**src/hdl/deq_pkg.sv**
```systemverilog
package deq_pkg;

   // Operation codes carried by an input item.
   localparam logic [2:0] OP_PUSH_FRONT = 3'd0;
   localparam logic [2:0] OP_PUSH_BACK  = 3'd1;
   localparam logic [2:0] OP_WALK_FWD   = 3'd2;
   localparam logic [2:0] OP_WALK_BWD   = 3'd3;
   localparam logic [2:0] OP_POP_FRONT  = 3'd4;
   localparam logic [2:0] OP_POP_BACK   = 3'd5;

   // Result status codes.
   localparam logic [1:0] ST_OK    = 2'd0;
   localparam logic [1:0] ST_EMPTY = 2'd1;
   localparam logic [1:0] ST_FULL  = 2'd2;

   localparam int OpWidth     = 3;
   localparam int ValueWidth  = 32;
   localparam int StatusWidth = 2;

   // Commands from the controller to the datapath.
   typedef struct packed {
      logic                   push_front;
      logic                   push_back;
      logic                   pop_front;
      logic                   pop_back;
      logic                   walk_start;
      logic                   walk_back;
      logic                   walk_read;
      logic                   walk_emit;
      logic                   emit_status;
      logic [StatusWidth-1:0] status;
   } dp_cmd_type;

   // Status from the datapath to the controller.
   typedef struct packed {
      logic out_free;
      logic empty;
      logic full;
      logic walk_last;
   } dp_sts_type;

endpackage

```
**src/hdl/deq_ctrl.sv**
```systemverilog
module deq_ctrl
   import deq_pkg::*;
(
   input  logic               clock,
   input  logic               reset,
   input  logic               req_tvalid,
   input  logic [OpWidth-1:0] req_opcode,
   output logic               req_tready,
   output dp_cmd_type         cmd,
   input  dp_sts_type         sts
);

   localparam logic [1:0] S_IDLE      = 2'd0;
   localparam logic [1:0] S_WALK_RD   = 2'd1;
   localparam logic [1:0] S_WALK_EMIT = 2'd2;

   logic [1:0] state_ff;
   logic [1:0] state_in;
   logic       accept;

   assign req_tready = (state_ff == S_IDLE) && sts.out_free;
   assign accept     = req_tvalid && req_tready;

   always_comb begin
      cmd      = '0;
      state_in = state_ff;
      unique case (state_ff)
         S_IDLE: begin
            if (accept) begin
               unique case (req_opcode) inside
                  OP_PUSH_FRONT, OP_PUSH_BACK: begin
                     cmd.emit_status = 1'b1;
                     if (sts.full) begin
                        cmd.status = ST_FULL;
                     end else begin
                        cmd.status     = ST_OK;
                        cmd.push_front = (req_opcode == OP_PUSH_FRONT);
                        cmd.push_back  = (req_opcode == OP_PUSH_BACK);
                     end
                  end
                  OP_POP_FRONT, OP_POP_BACK: begin
                     cmd.emit_status = 1'b1;
                     if (sts.empty) begin
                        cmd.status = ST_EMPTY;
                     end else begin
                        cmd.status    = ST_OK;
                        cmd.pop_front = (req_opcode == OP_POP_FRONT);
                        cmd.pop_back  = (req_opcode == OP_POP_BACK);
                     end
                  end
                  OP_WALK_FWD, OP_WALK_BWD: begin
                     if (sts.empty) begin
                        cmd.emit_status = 1'b1;
                        cmd.status      = ST_EMPTY;
                     end else begin
                        cmd.walk_start = 1'b1;
                        cmd.walk_back  = (req_opcode == OP_WALK_BWD);
                        state_in       = S_WALK_RD;
                     end
                  end
                  default: begin
                     // Unused codes are taken and dropped without a result.
                  end
               endcase
            end
         end
         S_WALK_RD: begin
            cmd.walk_read = 1'b1;
            state_in      = S_WALK_EMIT;
         end
         S_WALK_EMIT: begin
            if (sts.out_free) begin
               cmd.walk_emit = 1'b1;
               state_in      = sts.walk_last ? S_IDLE : S_WALK_RD;
            end
         end
         default: state_in = S_IDLE;
      endcase
   end

   always_ff @(posedge clock) begin
      if (reset) begin
         state_ff <= S_IDLE;
      end else begin
         state_ff <= state_in;
      end
   end

endmodule

```
**src/hdl/deq_dp.sv**
```systemverilog
module deq_dp
   import deq_pkg::*;
#(
   parameter int DEPTH = 16
) (
   input  logic                   clock,
   input  logic                   reset,
   input  logic [ValueWidth-1:0]  push_value,
   input  dp_cmd_type             cmd,
   output dp_sts_type             sts,
   output logic                   rsp_tvalid,
   input  logic                   rsp_tready,
   output logic [ValueWidth-1:0]  rsp_value,
   output logic [StatusWidth-1:0] rsp_status,
   output logic                   rsp_last
);

   localparam int SW = $clog2(DEPTH);
   localparam int CW = $clog2(DEPTH + 1);

   logic [ValueWidth-1:0] mem [DEPTH];

   logic [SW-1:0]          front_ff, front_in;
   logic [CW-1:0]          count_ff, count_in;
   logic [SW-1:0]          walk_idx_ff, walk_idx_in;
   logic                   walk_back_ff, walk_back_in;
   logic [ValueWidth-1:0]  rdata_ff;

   logic                   out_valid_ff, out_valid_in;
   logic [ValueWidth-1:0]  out_value_ff, out_value_in;
   logic [StatusWidth-1:0] out_status_ff, out_status_in;
   logic                   out_last_ff, out_last_in;

   logic [SW-1:0]          front_dec;
   logic [SW-1:0]          front_inc;
   logic [CW-1:0]          back_off;
   logic [SW-1:0]          rd_off;
   logic [SW:0]            rd_sum;
   logic [SW-1:0]          rd_addr;
   logic [SW:0]            wr_sum;
   logic [SW-1:0]          wr_addr;

   assign front_dec = (front_ff == '0) ? SW'(DEPTH - 1) : front_ff - SW'(1);
   assign front_inc = (front_ff == SW'(DEPTH - 1)) ? '0 : front_ff + SW'(1);

   // Walk offset from the front; a backward walk counts down from the back.
   assign back_off = count_ff - CW'(1) - CW'(walk_idx_ff);
   assign rd_off   = walk_back_ff ? back_off[SW-1:0] : walk_idx_ff;
   assign rd_sum   = (SW+1)'(front_ff) + (SW+1)'(rd_off);
   assign rd_addr  = (rd_sum >= (SW+1)'(DEPTH)) ? SW'(rd_sum - (SW+1)'(DEPTH))
                                                : rd_sum[SW-1:0];

   // Push to the back writes the slot just past the last element.
   assign wr_sum  = (SW+1)'(front_ff) + (SW+1)'(count_ff);
   assign wr_addr = cmd.push_front ? front_dec
                  : (wr_sum >= (SW+1)'(DEPTH)) ? SW'(wr_sum - (SW+1)'(DEPTH))
                                               : wr_sum[SW-1:0];

   assign sts.out_free  = !out_valid_ff || rsp_tready;
   assign sts.empty     = (count_ff == '0);
   assign sts.full      = (count_ff == CW'(DEPTH));
   assign sts.walk_last = ((CW'(walk_idx_ff) + CW'(1)) == count_ff);

   always_comb begin
      front_in     = front_ff;
      count_in     = count_ff;
      walk_idx_in  = walk_idx_ff;
      walk_back_in = walk_back_ff;
      if (cmd.push_front) begin
         front_in = front_dec;
         count_in = count_ff + CW'(1);
      end
      if (cmd.push_back) begin
         count_in = count_ff + CW'(1);
      end
      if (cmd.pop_front) begin
         front_in = front_inc;
         count_in = count_ff - CW'(1);
      end
      if (cmd.pop_back) begin
         count_in = count_ff - CW'(1);
      end
      if (cmd.walk_start) begin
         walk_idx_in  = '0;
         walk_back_in = cmd.walk_back;
      end
      if (cmd.walk_emit) begin
         walk_idx_in = walk_idx_ff + SW'(1);
      end
   end

   always_comb begin
      out_valid_in  = out_valid_ff;
      out_value_in  = out_value_ff;
      out_status_in = out_status_ff;
      out_last_in   = out_last_ff;
      if (cmd.emit_status) begin
         out_valid_in  = 1'b1;
         out_value_in  = '0;
         out_status_in = cmd.status;
         out_last_in   = 1'b1;
      end else if (cmd.walk_emit) begin
         out_valid_in  = 1'b1;
         out_value_in  = rdata_ff;
         out_status_in = ST_OK;
         out_last_in   = sts.walk_last;
      end else if (rsp_tready) begin
         out_valid_in = 1'b0;
      end
   end

   always_ff @(posedge clock) begin
      if (cmd.push_front || cmd.push_back) begin
         mem[wr_addr] <= push_value;
      end
      if (cmd.walk_read) begin
         rdata_ff <= mem[rd_addr];
      end
   end

   always_ff @(posedge clock) begin
      if (reset) begin
         front_ff     <= '0;
         count_ff     <= '0;
         out_valid_ff <= 1'b0;
      end else begin
         front_ff     <= front_in;
         count_ff     <= count_in;
         out_valid_ff <= out_valid_in;
      end
   end

   always_ff @(posedge clock) begin
      walk_idx_ff   <= walk_idx_in;
      walk_back_ff  <= walk_back_in;
      out_value_ff  <= out_value_in;
      out_status_ff <= out_status_in;
      out_last_ff   <= out_last_in;
   end

   assign rsp_tvalid = out_valid_ff;
   assign rsp_value  = out_value_ff;
   assign rsp_status = out_status_ff;
   assign rsp_last   = out_last_ff;

endmodule

```
**src/hdl/double_ended_queue_engine.sv**
```systemverilog
// Channel   Direction  Contents
// req_      in         tdata[31:0] push_value, tuser[2:0] opcode
// rsp_      out        tdata[31:0] item_value, tuser[1:0] status, tlast last_of_run
//
// A push, a pop or an unused opcode leaves the controller idle; a push or pop result is loaded into
// the output register at its accepting edge, so these run at one item per cycle while
// rsp_tready stays high. A walk holds the input through its accepting cycle, then per
// entry through a registered store read and an output load, which a stalled result delays.
// Reset clears the front pointer, the count and the output valid flag; the store holds
// no reset value. A stalled result holds the output register and, through it, the input.
module double_ended_queue_engine
   import deq_pkg::*;
#(
   parameter int DEPTH = 16
) (
   input  logic        clock,
   input  logic        reset,
   input  logic        req_tvalid,
   output logic        req_tready,
   input  logic [31:0] req_tdata,  // [31:0] push_value
   input  logic [2:0]  req_tuser,  // [2:0] opcode
   output logic        rsp_tvalid,
   input  logic        rsp_tready,
   output logic [31:0] rsp_tdata,  // [31:0] item_value
   output logic [1:0]  rsp_tuser,  // [1:0] status
   output logic        rsp_tlast
);

   dp_cmd_type cmd;
   dp_sts_type sts;

   // The controller decodes each item and sequences walks one entry at a time.
   deq_ctrl u_ctrl (
      .clock      (clock),
      .reset      (reset),
      .req_tvalid (req_tvalid),
      .req_opcode (req_tuser),
      .req_tready (req_tready),
      .cmd        (cmd),
      .sts        (sts)
   );

   // The datapath owns the circular store, its pointers and the output register.
   deq_dp #(
      .DEPTH (DEPTH)
   ) u_dp (
      .clock      (clock),
      .reset      (reset),
      .push_value (req_tdata),
      .cmd        (cmd),
      .sts        (sts),
      .rsp_tvalid (rsp_tvalid),
      .rsp_tready (rsp_tready),
      .rsp_value  (rsp_tdata),
      .rsp_status (rsp_tuser),
      .rsp_last   (rsp_tlast)
   );

   // A walk result is only loaded when the output register can take it.
   a_emit_free: assert property (@(posedge clock) disable iff (reset)
      cmd.walk_emit |-> sts.out_free)
      else $error("walk result loaded over a pending result");

   // A push never lands in a full store.
   a_push_room: assert property (@(posedge clock) disable iff (reset)
      (cmd.push_front || cmd.push_back) |-> !sts.full)
      else $error("push committed to a full store");

   // A pop never acts on an empty store.
   a_pop_data: assert property (@(posedge clock) disable iff (reset)
      (cmd.pop_front || cmd.pop_back) |-> !sts.empty)
      else $error("pop committed on an empty store");

   // No new item is taken while a walk is still reading the store.
   a_walk_busy: assert property (@(posedge clock) disable iff (reset)
      (req_tvalid && req_tready) |-> !(cmd.walk_read || cmd.walk_emit))
      else $error("item taken during a walk");

endmodule

```
**config.mk**
```make
export PLATFORM = sky130hd
export DESIGN_NAME = double_ended_queue_engine
export DESIGN_NICKNAME = d
export VERILOG_FILES = /design/src/hdl/deq_pkg.sv /design/src/hdl/deq_ctrl.sv /design/src/hdl/deq_dp.sv /design/src/hdl/double_ended_queue_engine.sv
export SDC_FILE = /design/constraint.sdc
export NUM_CORES = 1
export LEC_CHECK = 0
export ABC_AREA = 0
export BUFFER_PORTS_ARGS = -buffer_cell sky130_fd_sc_hd__buf_2
export CAP_MARGIN = 5
export CORE_UTILIZATION = 41
export DETAILED_ROUTE_END_ITERATION = 8
export GPL_TIMING_DRIVEN = 0
export SLEW_MARGIN = 10
export SYNTH_ARGS = -nofsm -noshare
export SYNTH_HDL_FRONTEND = slang
export SYNTH_SLANG_ARGS = --single-unit
```
**constraint.sdc**
```tcl
create_clock -name clock -period 5.9 [get_ports clock]
set_input_delay 0.59 -clock clock [delete_from_list [all_inputs] [get_ports clock]]
set_output_delay 0.59 -clock clock [all_outputs]
set_load 0.005 [all_outputs]
```
==> metrics <==
EDFF count, synth between 500 and 600; share of layout cells above drive strength 1 0.3017; Hold Slack between 150 and 200 ps; first-pass GRT wire length around 76,000 um; H-tree depth 2; Rows 87; core area about 0.056 mm2; flop-to-flop setup slack ~1100 ps; final period utilization 0.8142; DRC violations left 0; pin count of the biggest net entering global routing 20; final worst slack roughly 1100 ps; CP most frequent cell mux2i_1; Hold WC Path Type input port to flip-flop; worst-skew pair later-pin latency 620 ps; post-synthesis register bit count between 500 and 600; r2r startpoint u_dp.count_ff[0]; Post-synth top cells edfxtp_1 (551), mux4_2 (128), mux2i_1 (99); crit start category flip-flop; Main synth FF type edfxtp_1; worst reg2reg endpoint u_dp.rdata_ff[24]; Lkg Pwr slightly above 9 nW; placed cell areas 0.02546 mm2; Hold EP u_dp.front_ff[0]; crit path buf inv count 4; total CTS buffers 59; Hold Path Cell Cnt 2; Via Count roughly 11,000; RSZ-0062 raised after global routing no; CTS tree yes; number of hold buffers added after cts 0; Slew headroom 0.1986; Remaining Overflow, GRT 0; initial antenna violation count 2; crit path max fanout 10; Die W 240.8 um; Mean Syn Cell Area 20.93 um2; Place WS 957.1 ps; area delta synth->final 17.17%; synthesized cell area 0.02338 mm2; nets@finish about 1,400; Synthesized Nets between 1,000 and 1,500; Final ANT Viol Nets 0; crit-path cells inv_1 -> ha_1 -> fa_1 -> mux2i_1 -> inv_1 -> fa_1 -> clkbuf_1 -> clkbuf_1 -> mux4_2 -> mux2i_1 -> mux2i_1; critical path data required time between 6000 and 7000 ps; leading area contributor after synthesis edfxtp_1; cell family with most CP delay buffers and inverters; Final Util 0.4858; Crit path largest cell delay a little under 800 ps; Iteration-0 DRC Markers roughly 720; DIE AREA 0.05799 mm2; wirelength, routed 50,890 um; count of final hold-check violations 0; drt via density 5.357; post-route cell area 0.02740 mm2; area share of the largest cell type after synthesis 0.7077; routability cong. ~0.76; Synth cell types between 60 and 70; Die H about 240 um; Post-synth ARST share 0; maximum vdd ir drop roughly 0.00023 V; Max Cap Viol 0; routed wire length per instance approximately 24 um; count leader, synth edfxtp_1; status complete, no violations; Critical Path AT between 5000 and 6000 ps; Setup Crit Path Kind flip-flop to flip-flop; IO Pins between 70 and 80; Slew Viols, Final 0; power density over cell area approximately 360 mW/mm2; Final min period between 4000 and 5000 ps; cells on worst reg2reg path 11; Antenna diodes 0; clock-pin slew of the registers on the worst-case setup and hold paths 60 ps; PortBufs 74; Initial Util 0.4147; Mapped Cells about 1,100; final std cells w/o fill 2,125; Root Driver clkbuf_16; Slew @ Worst Pin 1202 ps; cts repair resizes 0; CP Capture Type flip-flop; clock skew 12.13 ps; HP Start reset; sequential share of the synthesized area 0.7462; postcts setup bufs 0; maximum achievable frequency ~210 MHz; maximum buffer depth of the clock tree 3; Inst Count DP just over 2,000; vias in the first global route 11,750; CTS Sinks 596; Worst path slowest cell clkbuf_1; final setup vio count 0; synth warn 0; Total GRT Usage 0.1809; Initial DRT Pass Iterations 5; Synth area leaders edfxtp_1 (71%), mux4_2 (12%), mux2i_1 (4.2%); dpl hpwl 34,130 um
==> per-layer routing <==
| layer | GRT usage | share of wire | vias up |
|---|---|---|---|
| met5 | 0 | 0.00045 | - |
| met4 | 0.04641 | 0.016 | 4 |
| met3 | 0.03008 | 0.048 | 64 |
| met2 | 0.2905 | 0.48 | 259 |
| met1 | 0.2578 | 0.46 | 6013 |
| li1 | - | - | 5043 |
==> worst max path at each step <==
stage / startpoint / end / slack (ps) / depth (start not counted)
floorplan: u_dp.count_ff[0] / u_dp.mem[13][0] / 1180 / 6
global placement: u_dp.front_ff[0] / u_dp.mem[8][15] / -1950 / 6
detailed placement: u_dp.count_ff[0] / u_dp.rdata_ff[24] / 960 / 11
CTS: u_dp.count_ff[0] / u_dp.rdata_ff[24] / 930 / 11
global route: u_dp.count_ff[0] / u_dp.rdata_ff[24] / 830 / 11
finish: u_dp.count_ff[0] / u_dp.rdata_ff[24] / 1100 / 11
==> placed cells by master, fill, tap and decap left out, drive strengths merged, types with 3 or more instances in the layout <==
master / netlist / routed
o31ai: 3 / 3
bufinv: 0 / 5
a21oi: 18 / 18
nand3b: 3 / 3
nor3b: 10 / 10
nand2: 17 / 17
a21o: 4 / 4
nand3: 5 / 5
xnor2: 15 / 15
nor3: 14 / 14
nor2: 20 / 20
nand2b: 5 / 5
fa: 3 / 3
edfxtp: 551 / 551
xor2: 4 / 4
or3: 3 / 3
and2: 3 / 3
inv: 14 / 17
nor2b: 3 / 3
nand4: 4 / 4
clkbuf: 30 / 118
o21ai: 10 / 10
a22o: 32 / 32
buf: 27 / 168
ha: 16 / 16
a211oi: 3 / 3
mux4: 128 / 128
mux2i: 100 / 100
clkinv: 0 / 14
dfxtp: 45 / 45
==> where the power goes <==
part,internal [mW],total (mW),switching [mW]
sequential,4.68,4.70,0.0155
clock,2.17,3.74,1.57
combinational,0.576,1.30,0.722
==> area by class of cell <==
class                   count  area [um2]
fillers                  4674       28990
flip-flops and latches    596       17450
multi-input cells         450        5662
clock buffers              88        1665
repair buffers            141        1042
well taps                 756       945.9
plain buffers              57       310.3
clock inverters            23       270.3
inverters                  14       52.55
==> cells by family after synthesis <==
| kind of cell | count (synthesis) | share of synthesized area |
|---|---|---|
| fa+ha+maj | 19 | 0.01113 |
| xor+xnor | 19 | 0.008562 |
| flops | 596 | 0.7462 |
| mux | 230 | 0.1672 |
| buf+inv | 71 | 0.01552 |
| simple gates | 98 | 0.02478 |
| compound gates | 84 | 0.02660 |
==> worst reg2reg max path, delay by kind of cell, from the launching register on <==
kind	cells	cell delay (ps)
adder cells (fa/ha/maj)	3	1300
buffers and inverters	4	1610
flip-flops	1	570
multiplexers	4	1040
==> registers in the layout (all words and copies together) (netlist names) <==
signal and count:
u_dp.rsp_value 32, u_dp.rsp_last 1, u_dp.walk_back_ff 1, u_dp.count_ff 5, u_dp.walk_idx_ff 4, u_dp.rdata_ff 32
u_dp.mem 512, u_dp.front_ff 4, u_ctrl.state_ff 2, u_dp.rsp_status 2, u_dp.rsp_tvalid 1
==> per-stage QoR <==
stage	power (mW)	setup TNS, ps
after floorplan	5.679	0
after global placement	6.091	-774240
after detailed placement	6.118	0
after CTS	9.846	0
after global routing	10.07	0
final	9.738	0
Note: power is estimated with default switching activity, not from simulation.
